--- config.mk ---
export PLATFORM = sky130hd
export DESIGN_NAME = disjoint_set_union_engine
export DESIGN_NICKNAME = d
export VERILOG_FILES = /design/src/rtl/dsu_pkg.sv /design/src/rtl/disjoint_set_union_engine.sv /design/src/rtl/dsu_ram.sv /design/src/rtl/dsu_ctrl.sv
export SDC_FILE = /design/constraint.sdc
export NUM_CORES = 2
export LEC_CHECK = 0
export ABC_AREA = 1
export BUFFER_PORTS_ARGS = -buffer_cell sky130_fd_sc_hd__buf_2
export CAP_MARGIN = 20
export CORE_MARGIN = 2
export CORE_UTILIZATION = 30
export DETAILED_ROUTE_END_ITERATION = 8
export PLACE_DENSITY = 0.41
export SLEW_MARGIN = 5
export SYNTH_ARGS = -nofsm -noshare
export SYNTH_HDL_FRONTEND = slang
export SYNTH_HIERARCHICAL = 1
export SYNTH_SLANG_ARGS = --single-unit
--- constraint.sdc ---
create_clock -name clk -period 12.2 [get_ports clk]
set_input_delay 1.22 -clock clk [delete_from_list [all_inputs] [get_ports clk]]
set_output_delay 1.22 -clock clk [all_outputs]
set_load 0.01 [all_outputs]
--- src/rtl/dsu_pkg.sv ---
`timescale 1ns / 1ps
// ----------------------------------------------------------------------------
// Disjoint-set union package
// Field widths, operation codes and the control and status bundles between
// sequencer and datapath.
// ----------------------------------------------------------------------------
package dsu_pkg;

  localparam int ELEM_W   = 7;
  localparam int SIZE_W   = 8;
  localparam int ELEM_MAX = (1 << ELEM_W) - 1;
  localparam int SIZE_MAX = (1 << SIZE_W) - 1;

  typedef enum logic {
    OP_QUERY = 1'b0,
    OP_UNITE = 1'b1
  } op_t;

  // Decoded sequencer steps that drive the datapath.
  typedef struct packed {
    logic idle;
    logic clear_wr;
    logic accept;
    logic find_rd;
    logic find_cmp;
    logic comp_rd;
    logic comp_wr;
    logic size_rd_a;
    logic size_rd_b;
    logic finish;
  } ctrl_t;

  // Datapath status seen by the sequencer.
  typedef struct packed {
    logic eq;
    logic phase;
    logic clr_last;
  } stat_t;

endpackage

--- src/rtl/disjoint_set_union_engine.sv ---
`timescale 1ns / 1ps
// ----------------------------------------------------------------------------
// Disjoint-set union engine
// Union-find over MAX_ELEMENTS elements with full path compression and
// union by pointing the first root at the second.
// ----------------------------------------------------------------------------
//  channel  | signals                                        | handshake
//  ---------+------------------------------------------------+------------------
//  request  | operation, first_element, second_element       | start & !busy
//  result   | first_root, second_root, same_set, merged,     | done, one cycle
//           | set_size                                       |
//
// A request keeps the engine busy until its result strobe, and every step of
// the root walks goes through the single read port of the parent memory.
// After reset a clearing pass loads both tables while busy stays high. The
// result strobe cannot be stalled.
// ----------------------------------------------------------------------------
module disjoint_set_union_engine #(
  parameter int MAX_ELEMENTS = 128
) (
  input  logic                       clk,
  input  logic                       rst,
  input  logic                       start,
  output logic                       busy,
  input  logic                       operation,
  input  logic [dsu_pkg::ELEM_W-1:0] first_element,
  input  logic [dsu_pkg::ELEM_W-1:0] second_element,
  output logic                       done,
  output logic [dsu_pkg::ELEM_W-1:0] first_root,
  output logic [dsu_pkg::ELEM_W-1:0] second_root,
  output logic                       same_set,
  output logic                       merged,
  output logic [dsu_pkg::SIZE_W-1:0] set_size
);
  import dsu_pkg::*;

  localparam int IDX_W = $clog2(MAX_ELEMENTS);

  ctrl_t ctl;
  stat_t stat;

  logic             op_q;
  logic [IDX_W-1:0] a_q;
  logic [IDX_W-1:0] b_q;
  logic [IDX_W-1:0] cur;
  logic [IDX_W-1:0] ra;
  logic [IDX_W-1:0] rb;
  logic             phase;
  logic             same_q;
  logic [SIZE_W-1:0] size_a;
  logic [IDX_W-1:0] clr;

  logic [IDX_W-1:0]  prd;
  logic [SIZE_W-1:0] srd;
  logic [IDX_W-1:0]  root_v;
  logic [IDX_W-1:0]  cmp_y;
  logic              eq;
  logic              merge;
  logic [SIZE_W:0]   sum_raw;
  logic [SIZE_W-1:0] sum;

  logic              p_we;
  logic [IDX_W-1:0]  p_waddr;
  logic [IDX_W-1:0]  p_wdata;
  logic              s_we;
  logic [IDX_W-1:0]  s_waddr;
  logic [SIZE_W-1:0] s_wdata;
  logic [IDX_W-1:0]  s_raddr;

  // Reduces an element index modulo MAX_ELEMENTS by restoring subtraction.
  function automatic logic [IDX_W-1:0] wrap_idx(input logic [ELEM_W-1:0] v);
    logic [ELEM_W-1:0] r;
    r = v;
    for (int k = ELEM_W - 1; k >= 0; k--) begin
      if ((MAX_ELEMENTS << k) <= ELEM_MAX) begin
        if (r >= ELEM_W'(MAX_ELEMENTS << k)) begin
          r = r - ELEM_W'(MAX_ELEMENTS << k);
        end
      end
    end
    return IDX_W'(r);
  endfunction

  dsu_ctrl u_ctrl (
    .clk   (clk),
    .rst   (rst),
    .start (start),
    .stat  (stat),
    .ctl   (ctl)
  );

  dsu_ram #(.WIDTH(IDX_W), .DEPTH(MAX_ELEMENTS)) u_parent (
    .clk   (clk),
    .we    (p_we),
    .waddr (p_waddr),
    .wdata (p_wdata),
    .raddr (cur),
    .rdata (prd)
  );

  dsu_ram #(.WIDTH(SIZE_W), .DEPTH(MAX_ELEMENTS)) u_size (
    .clk   (clk),
    .we    (s_we),
    .waddr (s_waddr),
    .wdata (s_wdata),
    .raddr (s_raddr),
    .rdata (srd)
  );

  // The one comparator: parent link against the node during a walk, node
  // against its root during compression, and the two roots before the update.
  assign root_v = phase ? rb : ra;
  always_comb begin
    if (ctl.find_cmp) begin
      cmp_y = prd;
    end else if (ctl.size_rd_a) begin
      cmp_y = ra;
    end else begin
      cmp_y = root_v;
    end
  end
  assign eq = (cur == cmp_y);

  assign stat.eq       = eq;
  assign stat.phase    = phase;
  assign stat.clr_last = (clr == IDX_W'(MAX_ELEMENTS - 1));

  assign merge   = (op_q == OP_UNITE) & ~same_q;
  assign sum_raw = {1'b0, size_a} + {1'b0, srd};
  assign sum     = sum_raw[SIZE_W] ? SIZE_W'(SIZE_MAX) : sum_raw[SIZE_W-1:0];

  always_comb begin
    p_we    = 1'b0;
    p_waddr = cur;
    p_wdata = root_v;
    if (ctl.clear_wr) begin
      p_we    = 1'b1;
      p_waddr = clr;
      p_wdata = clr;
    end else if (ctl.comp_wr) begin
      p_we = 1'b1;
    end else if (ctl.finish && merge) begin
      p_we    = 1'b1;
      p_waddr = ra;
      p_wdata = rb;
    end
  end

  always_comb begin
    s_we    = 1'b0;
    s_waddr = rb;
    s_wdata = sum;
    if (ctl.clear_wr) begin
      s_we    = 1'b1;
      s_waddr = clr;
      s_wdata = SIZE_W'(1);
    end else if (ctl.finish && merge) begin
      s_we = 1'b1;
    end
  end

  assign s_raddr = ctl.size_rd_a ? ra : rb;

  always_ff @(posedge clk) begin
    if (rst) begin
      clr  <= '0;
      done <= 1'b0;
    end else begin
      if (ctl.clear_wr) begin
        clr <= clr + IDX_W'(1);
      end
      done <= ctl.finish;
    end
  end

  always_ff @(posedge clk) begin
    if (ctl.accept) begin
      op_q  <= operation;
      a_q   <= wrap_idx(first_element);
      b_q   <= wrap_idx(second_element);
      cur   <= wrap_idx(first_element);
      phase <= 1'b0;
    end
    if (ctl.find_cmp) begin
      if (eq) begin
        if (phase) begin
          rb <= cur;
        end else begin
          ra <= cur;
        end
        cur <= phase ? b_q : a_q;
      end else begin
        cur <= prd;
      end
    end
    if (ctl.comp_rd && eq && !phase) begin
      phase <= 1'b1;
      cur   <= b_q;
    end
    if (ctl.comp_wr) begin
      cur <= prd;
    end
    if (ctl.size_rd_a) begin
      same_q <= eq;
    end
    if (ctl.size_rd_b) begin
      size_a <= srd;
    end
    if (ctl.finish) begin
      first_root  <= ELEM_W'(ra);
      second_root <= ELEM_W'(rb);
      same_set    <= same_q;
      merged      <= merge;
      set_size    <= merge ? sum : size_a;
    end
  end

  assign busy = ~ctl.idle;

endmodule

--- src/rtl/dsu_ram.sv ---
`timescale 1ns / 1ps
// ----------------------------------------------------------------------------
// Generic RAM
// One write port and one read port with registered read data.
// ----------------------------------------------------------------------------
module dsu_ram #(
  parameter int WIDTH = 8,
  parameter int DEPTH = 128
) (
  input  logic                     clk,
  input  logic                     we,
  input  logic [$clog2(DEPTH)-1:0] waddr,
  input  logic [WIDTH-1:0]         wdata,
  input  logic [$clog2(DEPTH)-1:0] raddr,
  output logic [WIDTH-1:0]         rdata
);

  logic [WIDTH-1:0] mem [DEPTH];

  always_ff @(posedge clk) begin
    if (we) begin
      mem[waddr] <= wdata;
    end
    rdata <= mem[raddr];
  end

endmodule

--- src/rtl/dsu_ctrl.sv ---
`timescale 1ns / 1ps
// ----------------------------------------------------------------------------
// Disjoint-set union sequencer
// Steps the clearing pass, both root walks with path compression, the size
// lookups and the final update.
// ----------------------------------------------------------------------------
module dsu_ctrl (
  input  logic           clk,
  input  logic           rst,
  input  logic           start,
  input  dsu_pkg::stat_t stat,
  output dsu_pkg::ctrl_t ctl
);
  import dsu_pkg::*;

  typedef enum logic [9:0] {
    S_CLEAR = 10'b0000000001,
    S_IDLE  = 10'b0000000010,
    S_FRD   = 10'b0000000100,
    S_FCMP  = 10'b0000001000,
    S_CRD   = 10'b0000010000,
    S_CWR   = 10'b0000100000,
    S_SRA   = 10'b0001000000,
    S_SRB   = 10'b0010000000,
    S_FIN   = 10'b0100000000,
    S_SPARE = 10'b1000000000
  } state_t;

  state_t state;
  state_t state_next;

  always_ff @(posedge clk) begin
    if (rst) begin
      state <= S_CLEAR;
    end else begin
      state <= state_next;
    end
  end

  always_comb begin
    state_next = state;
    unique case (state)
      S_CLEAR: if (stat.clr_last) state_next = S_IDLE;
      S_IDLE:  if (start) state_next = S_FRD;
      S_FRD:   state_next = S_FCMP;
      S_FCMP:  state_next = stat.eq ? S_CRD : S_FRD;
      S_CRD: begin
        if (!stat.eq) begin
          state_next = S_CWR;
        end else begin
          // This element's path is compressed: the second walk or the size reads follow.
          state_next = stat.phase ? S_SRA : S_FRD;
        end
      end
      S_CWR:   state_next = S_CRD;
      S_SRA:   state_next = S_SRB;
      S_SRB:   state_next = S_FIN;
      S_FIN:   state_next = S_IDLE;
      default: state_next = S_IDLE;
    endcase
  end

  always_comb begin
    ctl           = '0;
    ctl.idle      = (state == S_IDLE);
    ctl.clear_wr  = (state == S_CLEAR);
    ctl.accept    = (state == S_IDLE) && start;
    ctl.find_rd   = (state == S_FRD);
    ctl.find_cmp  = (state == S_FCMP);
    ctl.comp_rd   = (state == S_CRD);
    ctl.comp_wr   = (state == S_CWR);
    ctl.size_rd_a = (state == S_SRA);
    ctl.size_rd_b = (state == S_SRB);
    ctl.finish    = (state == S_FIN);
  end

endmodule

# == Word-level counts from Yosys, hierarchy flattened ==
# Memory sizes are Yosys's and may differ from the RTL's. A register that Yosys moved wholly into a read port is not among the register bits.
# Index checks and enable logic that the tools add are counted.
# totals
regBits,88
ramBits,1920
inputBits,18
out_inout_bits,26
elab_cells,81
n_memories,2
# classes
n_addsub,2
eq_ne,13
muxes,34
n_bitwise,4
n_reduce_logical,9
# mem_list
name,words,word_bits,read_ports,rd_clocked_by_memory_dff,write_ports,line_no,source
u_size.mem,128,8,1,1,1,dsu_ram.sv:18,logic [WIDTH-1:0] mem [DEPTH];
u_parent.mem,128,7,1,1,1,dsu_ram.sv:18,
# ops
op,count
7-bit two-way mux,18
10-bit case mux with 8 select lines,1
10-bit two-way mux,3
8-bit two-way mux,3
10-bit by 1-bit == test with 1-bit output (second input constant),1
10-bit by 2-bit == test with 1-bit output (second input constant),1
10-bit by 3-bit == test with 1-bit output (second input constant),1
10-bit by 4-bit == test with 1-bit output (second input constant),1
10-bit by 5-bit == test with 1-bit output (second input constant),1
10-bit by 6-bit == test with 1-bit output (second input constant),1
10-bit by 7-bit == test with 1-bit output (second input constant),1
10-bit by 8-bit == test with 1-bit output (second input constant),1
10-bit by 9-bit == test with 1-bit output (second input constant),1
8-bit by 8-bit adder with 9-bit output,1
1-bit two-way mux,8
7-bit by 1-bit adder with 7-bit output (second input constant),1
7-bit == test,1
7-bit == test (second input constant),1
3-bit AND reduction,2
5-bit two-way mux,1
1-bit logical AND,4
4-bit nonzero test,1
1-bit NOT,3
2-bit by 1-bit inequality test with 1-bit output (second input constant),1
other kinds (4),4

# == Depth between registers and ports, before layout ==
# depth
ltp_word,8
ltp_mapped,23
depth_no_buf,20

# == Cells and area by module ==
# Netlist, hierarchy kept.
# by_module_without_submodules
module,n_inst,cells_per_inst,area_each_um2,seq_area_each_um2
dsu_ram (u_size),1,3575,42104.1,30909.6
dsu_ram (u_parent),1,3152,37091.8,27045.9
disjoint_set_union_engine,1,515,4394.2,2252.2
dsu_ctrl,1,89,609.3,180.2

# == Worst setup path after synthesis ==
# OpenSTA, ideal clock, no wires.
# synth_path
kind,register to register
start,register u_ctrl.state[8]
end,"memory u_parent/mem[0][0] (netlist name), data pin"
arrival_time_ns,9.206
setup_slack_ns,1.768
stages_incl_launch_ff,10
n_path_buf,1
cell_sequence,dfxtp_1 -> inv_2 -> nor4_1 -> inv_1 -> nor2_1 -> inv_1 -> nor2_1 -> clkbuf_1 -> a21oi_1 -> o31ai_1
# synth_rtl
item,line_no,source
start: declaration,dsu_ctrl.sv:29,state_t state;
start signal: assignment,dsu_ctrl.sv:36,state <= state_next;
end: declaration,dsu_ram.sv:18,

==> results.yml <==
outcome:
  outcome: "finished, final reports clean"
worst_setup_path:
  arrival_ns: 5.97
  cp_slowest_cell: "nor2_1"
  critPathLaunchType: "flip-flop"
  crit_top_cell: "nor2_1"
  r2r_slack_ns: 6.70
  critical_path_class: "reg -> reg"
  critical-path-max-stage-delay_ns: 0.77
  cp_data_required_time_ns: 12.67
  endpoint_kind: "flip-flop"
  critPathMaxFanout: 25
  crit_chain: "inv_2 -> nor4_2 -> buf_4 -> inv_1 -> nor2_1 -> inv_1 -> nor2_1 -> inv_1 -> nor2_1 -> o21ai_0 -> nor2_1 -> nand2_1 -> nor2_1"
layout:
  multi_input_area_um2: 20800
  syn2layout_area_growth_pct: 12.2
  nets: 7266
  nFillCells: 27916
  drive_above_1_share_pct: 7.10
  area.sequential_um2: 60400
global_route:
  met1_usage_pct: 26.1
  use_met3_pct: 2.54
  overflow: 0
  grt_usage_pct: 17.8
  antenna_found_initial: 11
  grt_pass1_wl_mm: 377
  grt_max_degree: 235
  met2_usage_pct: 27.7
  grt_pass1_vias: 53402
  grt.busiest_layer: "met2"
timing:
  hold_violations: 0
  setup_viol: 0
  tightest_slew_ns: 1.41
  slew_viol_final: 0
  max_freq_mhz: 182
  skew_ns: 0.0607
  fin_tns_setup_ns: 0
  grt_setup_unrepaired: "no"
  slew_headroom_pct: 6.15
  fin_crit_ns: 5.50
  timing.final.crit_share_pct: 45.1
route:
  firstDrtPassIters: 6
  vias: 54852
  drtAntennaViolNets: 0
  routed_wl_mm: 259
  drc: 0
  drtIter0Drc: 4926
  wl_per_cell_um: 23.3
  viasPerCell: 4.93
power_and_ir_drop:
  power.total_mw: 15.2
  power_density_nw_per_um2: 161
  comb_power_share_pct: 5.3
  power.share.sequential_pct: 52.0
  p_leak_nw: 33.2
  p_clk_share_pct: 42.7
  switching_power_mw: 3.47
  p_int_mw: 11.7
  p_sw_share_pct: 22.8
  irDropWorstVdd_mv: 0.117
min_path:
  hp-class: "reg -> reg"
cts:
  clk_latency_ns: 0.89
  cts_hold_buffers: 0
  cts_tree: "built"
  cts_root_buf: "clkbuf_16"
  cts_buffers: 217
  cts_buffer_depth: 4
  clock-sinks: 2022
  htreeDepth: 4
  post_cts_resized: 0
  clk_pin_slew_ns: 0.06
  post_cts_buffers: 0
synthesis:
  syn_inst: 7331
  synth_enable_flop_cells: 1989
  yosys.area.top_type: "edfxtp_1"
  synth.area.top_cells: "edfxtp_1 (71%), nand2_1 (11%), nand3_1 (11%)"
  ys_ff_latch: 2022
  yosys_most_used_dff: "edfxtp_1"
  async_reset_ff_share_pct: 0
  yosys_warnings: 6
  synth.avg_cell_area_um2: 11.5
  synth_area_um2: 84200
  synth_top_area_share_pct: 70.9
  synth_nets: 7359
  synth_cell_type_count: 45
  ys_seq_area_share_pct: 71.7
floorplanning:
  die_area_um2: 285000
  io_pins: 44
  core-area_um2: 279000
  rows: 194
  die_w_um: 534
  initial_core_util_pct: 30.1
  die_h_um: 534
place:
  portBuffers: 43
  gp_congestion: 0.794
  dpl.hpwl_mm: 146
job:
  max_cap_violations: 0
cell usage after synthesis, types with 3 or more instances:
library cell	number
nand2_4	4
nand4_1	3
nand3_2	3
nand3_1	1795
nor3_1	25
buf_1	27
nor2_2	6
buf_6	68
edfxtp_1	1989
nor2_4	4
o31ai_1	6
buf_2	208
inv_1	125
xor2_1	3
clkbuf_1	75
ha_1	9
buf_4	70
nor2_1	312
a21oi_1	27
a31oi_1	8
o21ai_0	38
or2_2	4
o21bai_1	9
inv_2	14
dfxtp_1	33
or2_1	4
nand2_2	18
nand2_1	2423
worst max-delay path: cells and delay by family, from the launching register on:
kind                   cells  cell delay [ns]
AND/OR/NAND/NOR            7             3.24
AO/OA/AOI/OAI              1             0.34
flip-flops                 1             0.42
buffers and inverters      5             1.08
layout make-up:
| class | instances | area share (%) |
|---|---|---|
| Antenna cell | 3 | 0.00795 |
| Clock buffer | 278 | 6.08 |
| Clock inverter | 112 | 1.16 |
| Inverter | 142 | 0.629 |
| Multi-Input combinational cell | 4717 | 22.0 |
| Sequential cell | 2022 | 63.9 |
| Tap cell | 3724 | 4.93 |
| Timing Repair Buffer | 138 | 1.27 |
placed cells by master (no fill, tap or decap), drive strengths merged, types with 2 or more instances in the layout:
cell and count:
bufinv 22, nor3 26, o31ai 6, nor2 323, nand4 3, diode 3, a31oi 8, o21ai 39
clkinv 82, ha 9, o21bai 9, nand2 2445, clkinvlp 5, edfxtp 1989, xor2 3, inv 145
or2 8, buf 138, a21oi 28, nor3b 2, clkbuf 278, xnor2 2, nand3 1800, dfxtp 33
registers in the layout, indices dropped and copies added (netlist names), 8 cells and up:
| signal | count |
|---|---|
| set_size | 8 |
| size_a | 8 |
| u_ctrl/state | 9 |
| u_parent/mem | 896 |
| u_size/mem | 1024 |
| u_size/rdata | 8 |
path summary, 6_finish.rpt:
check | start | to | cells past startpoint
min reg2reg | same_q | same_set | 0
max | u_ctrl/state[8] | u_parent/mem[35][1] | 13
max reg2reg | u_ctrl/state[8] | u_parent/mem[35][1] | 13
min | same_q | same_set | 0
layer usage:
metal / vias to the layer above / part of all wire [%] / routed length [um]
li1: 25490 / - / -
met1: 27586 / 47 / 123000
met2: 1440 / 45 / 117000
met3: 336 / 5.5 / 14100
met4: 0 / 2.0 / 5130
met5: - / 0 / 0
stage by stage:
step / util (%) / hold slack [ns] / instance area, um^2 / cells / worst slack (ns)
after floorplan: - / 0.412 / 84200 / 7331 / 1.77
after global placement: 31.3 / 0.457 / 87400 / 10729 / 6.94
after detailed placement: 31.3 / 0.468 / 87500 / 10736 / 6.87
after CTS: 33.8 / 0.454 / 94300 / 11126 / 6.90
after global routing: 33.8 / 0.477 / 94400 / 11134 / 6.40
final: 33.8 / 0.477 / 94500 / 11136 / 6.70
logic make-up after synthesis:
| kind of cell | synth area share [%] |
|---|---|
| DFF | 71.7 |
| and+or+nand+nor | 23.5 |
| xor gates and xnor gates | 0.0520 |
| adders and majority gates | 0.158 |
| AOI/OAI and AO/OA | 0.629 |
| buffers and inverters | 3.91 |
power by group through the flow:
stage	clock network, mW	logic, mW	registers, mW
final	6.50	0.811	7.91
after global routing	6.92	0.872	7.91
after CTS	6.67	0.828	7.91
after detailed placement	0	0.828	8.06
after global placement	0	0.827	8.06
after floorplan	0	0.351	8.10
Note: power is estimated with default switching activity, not from simulation.
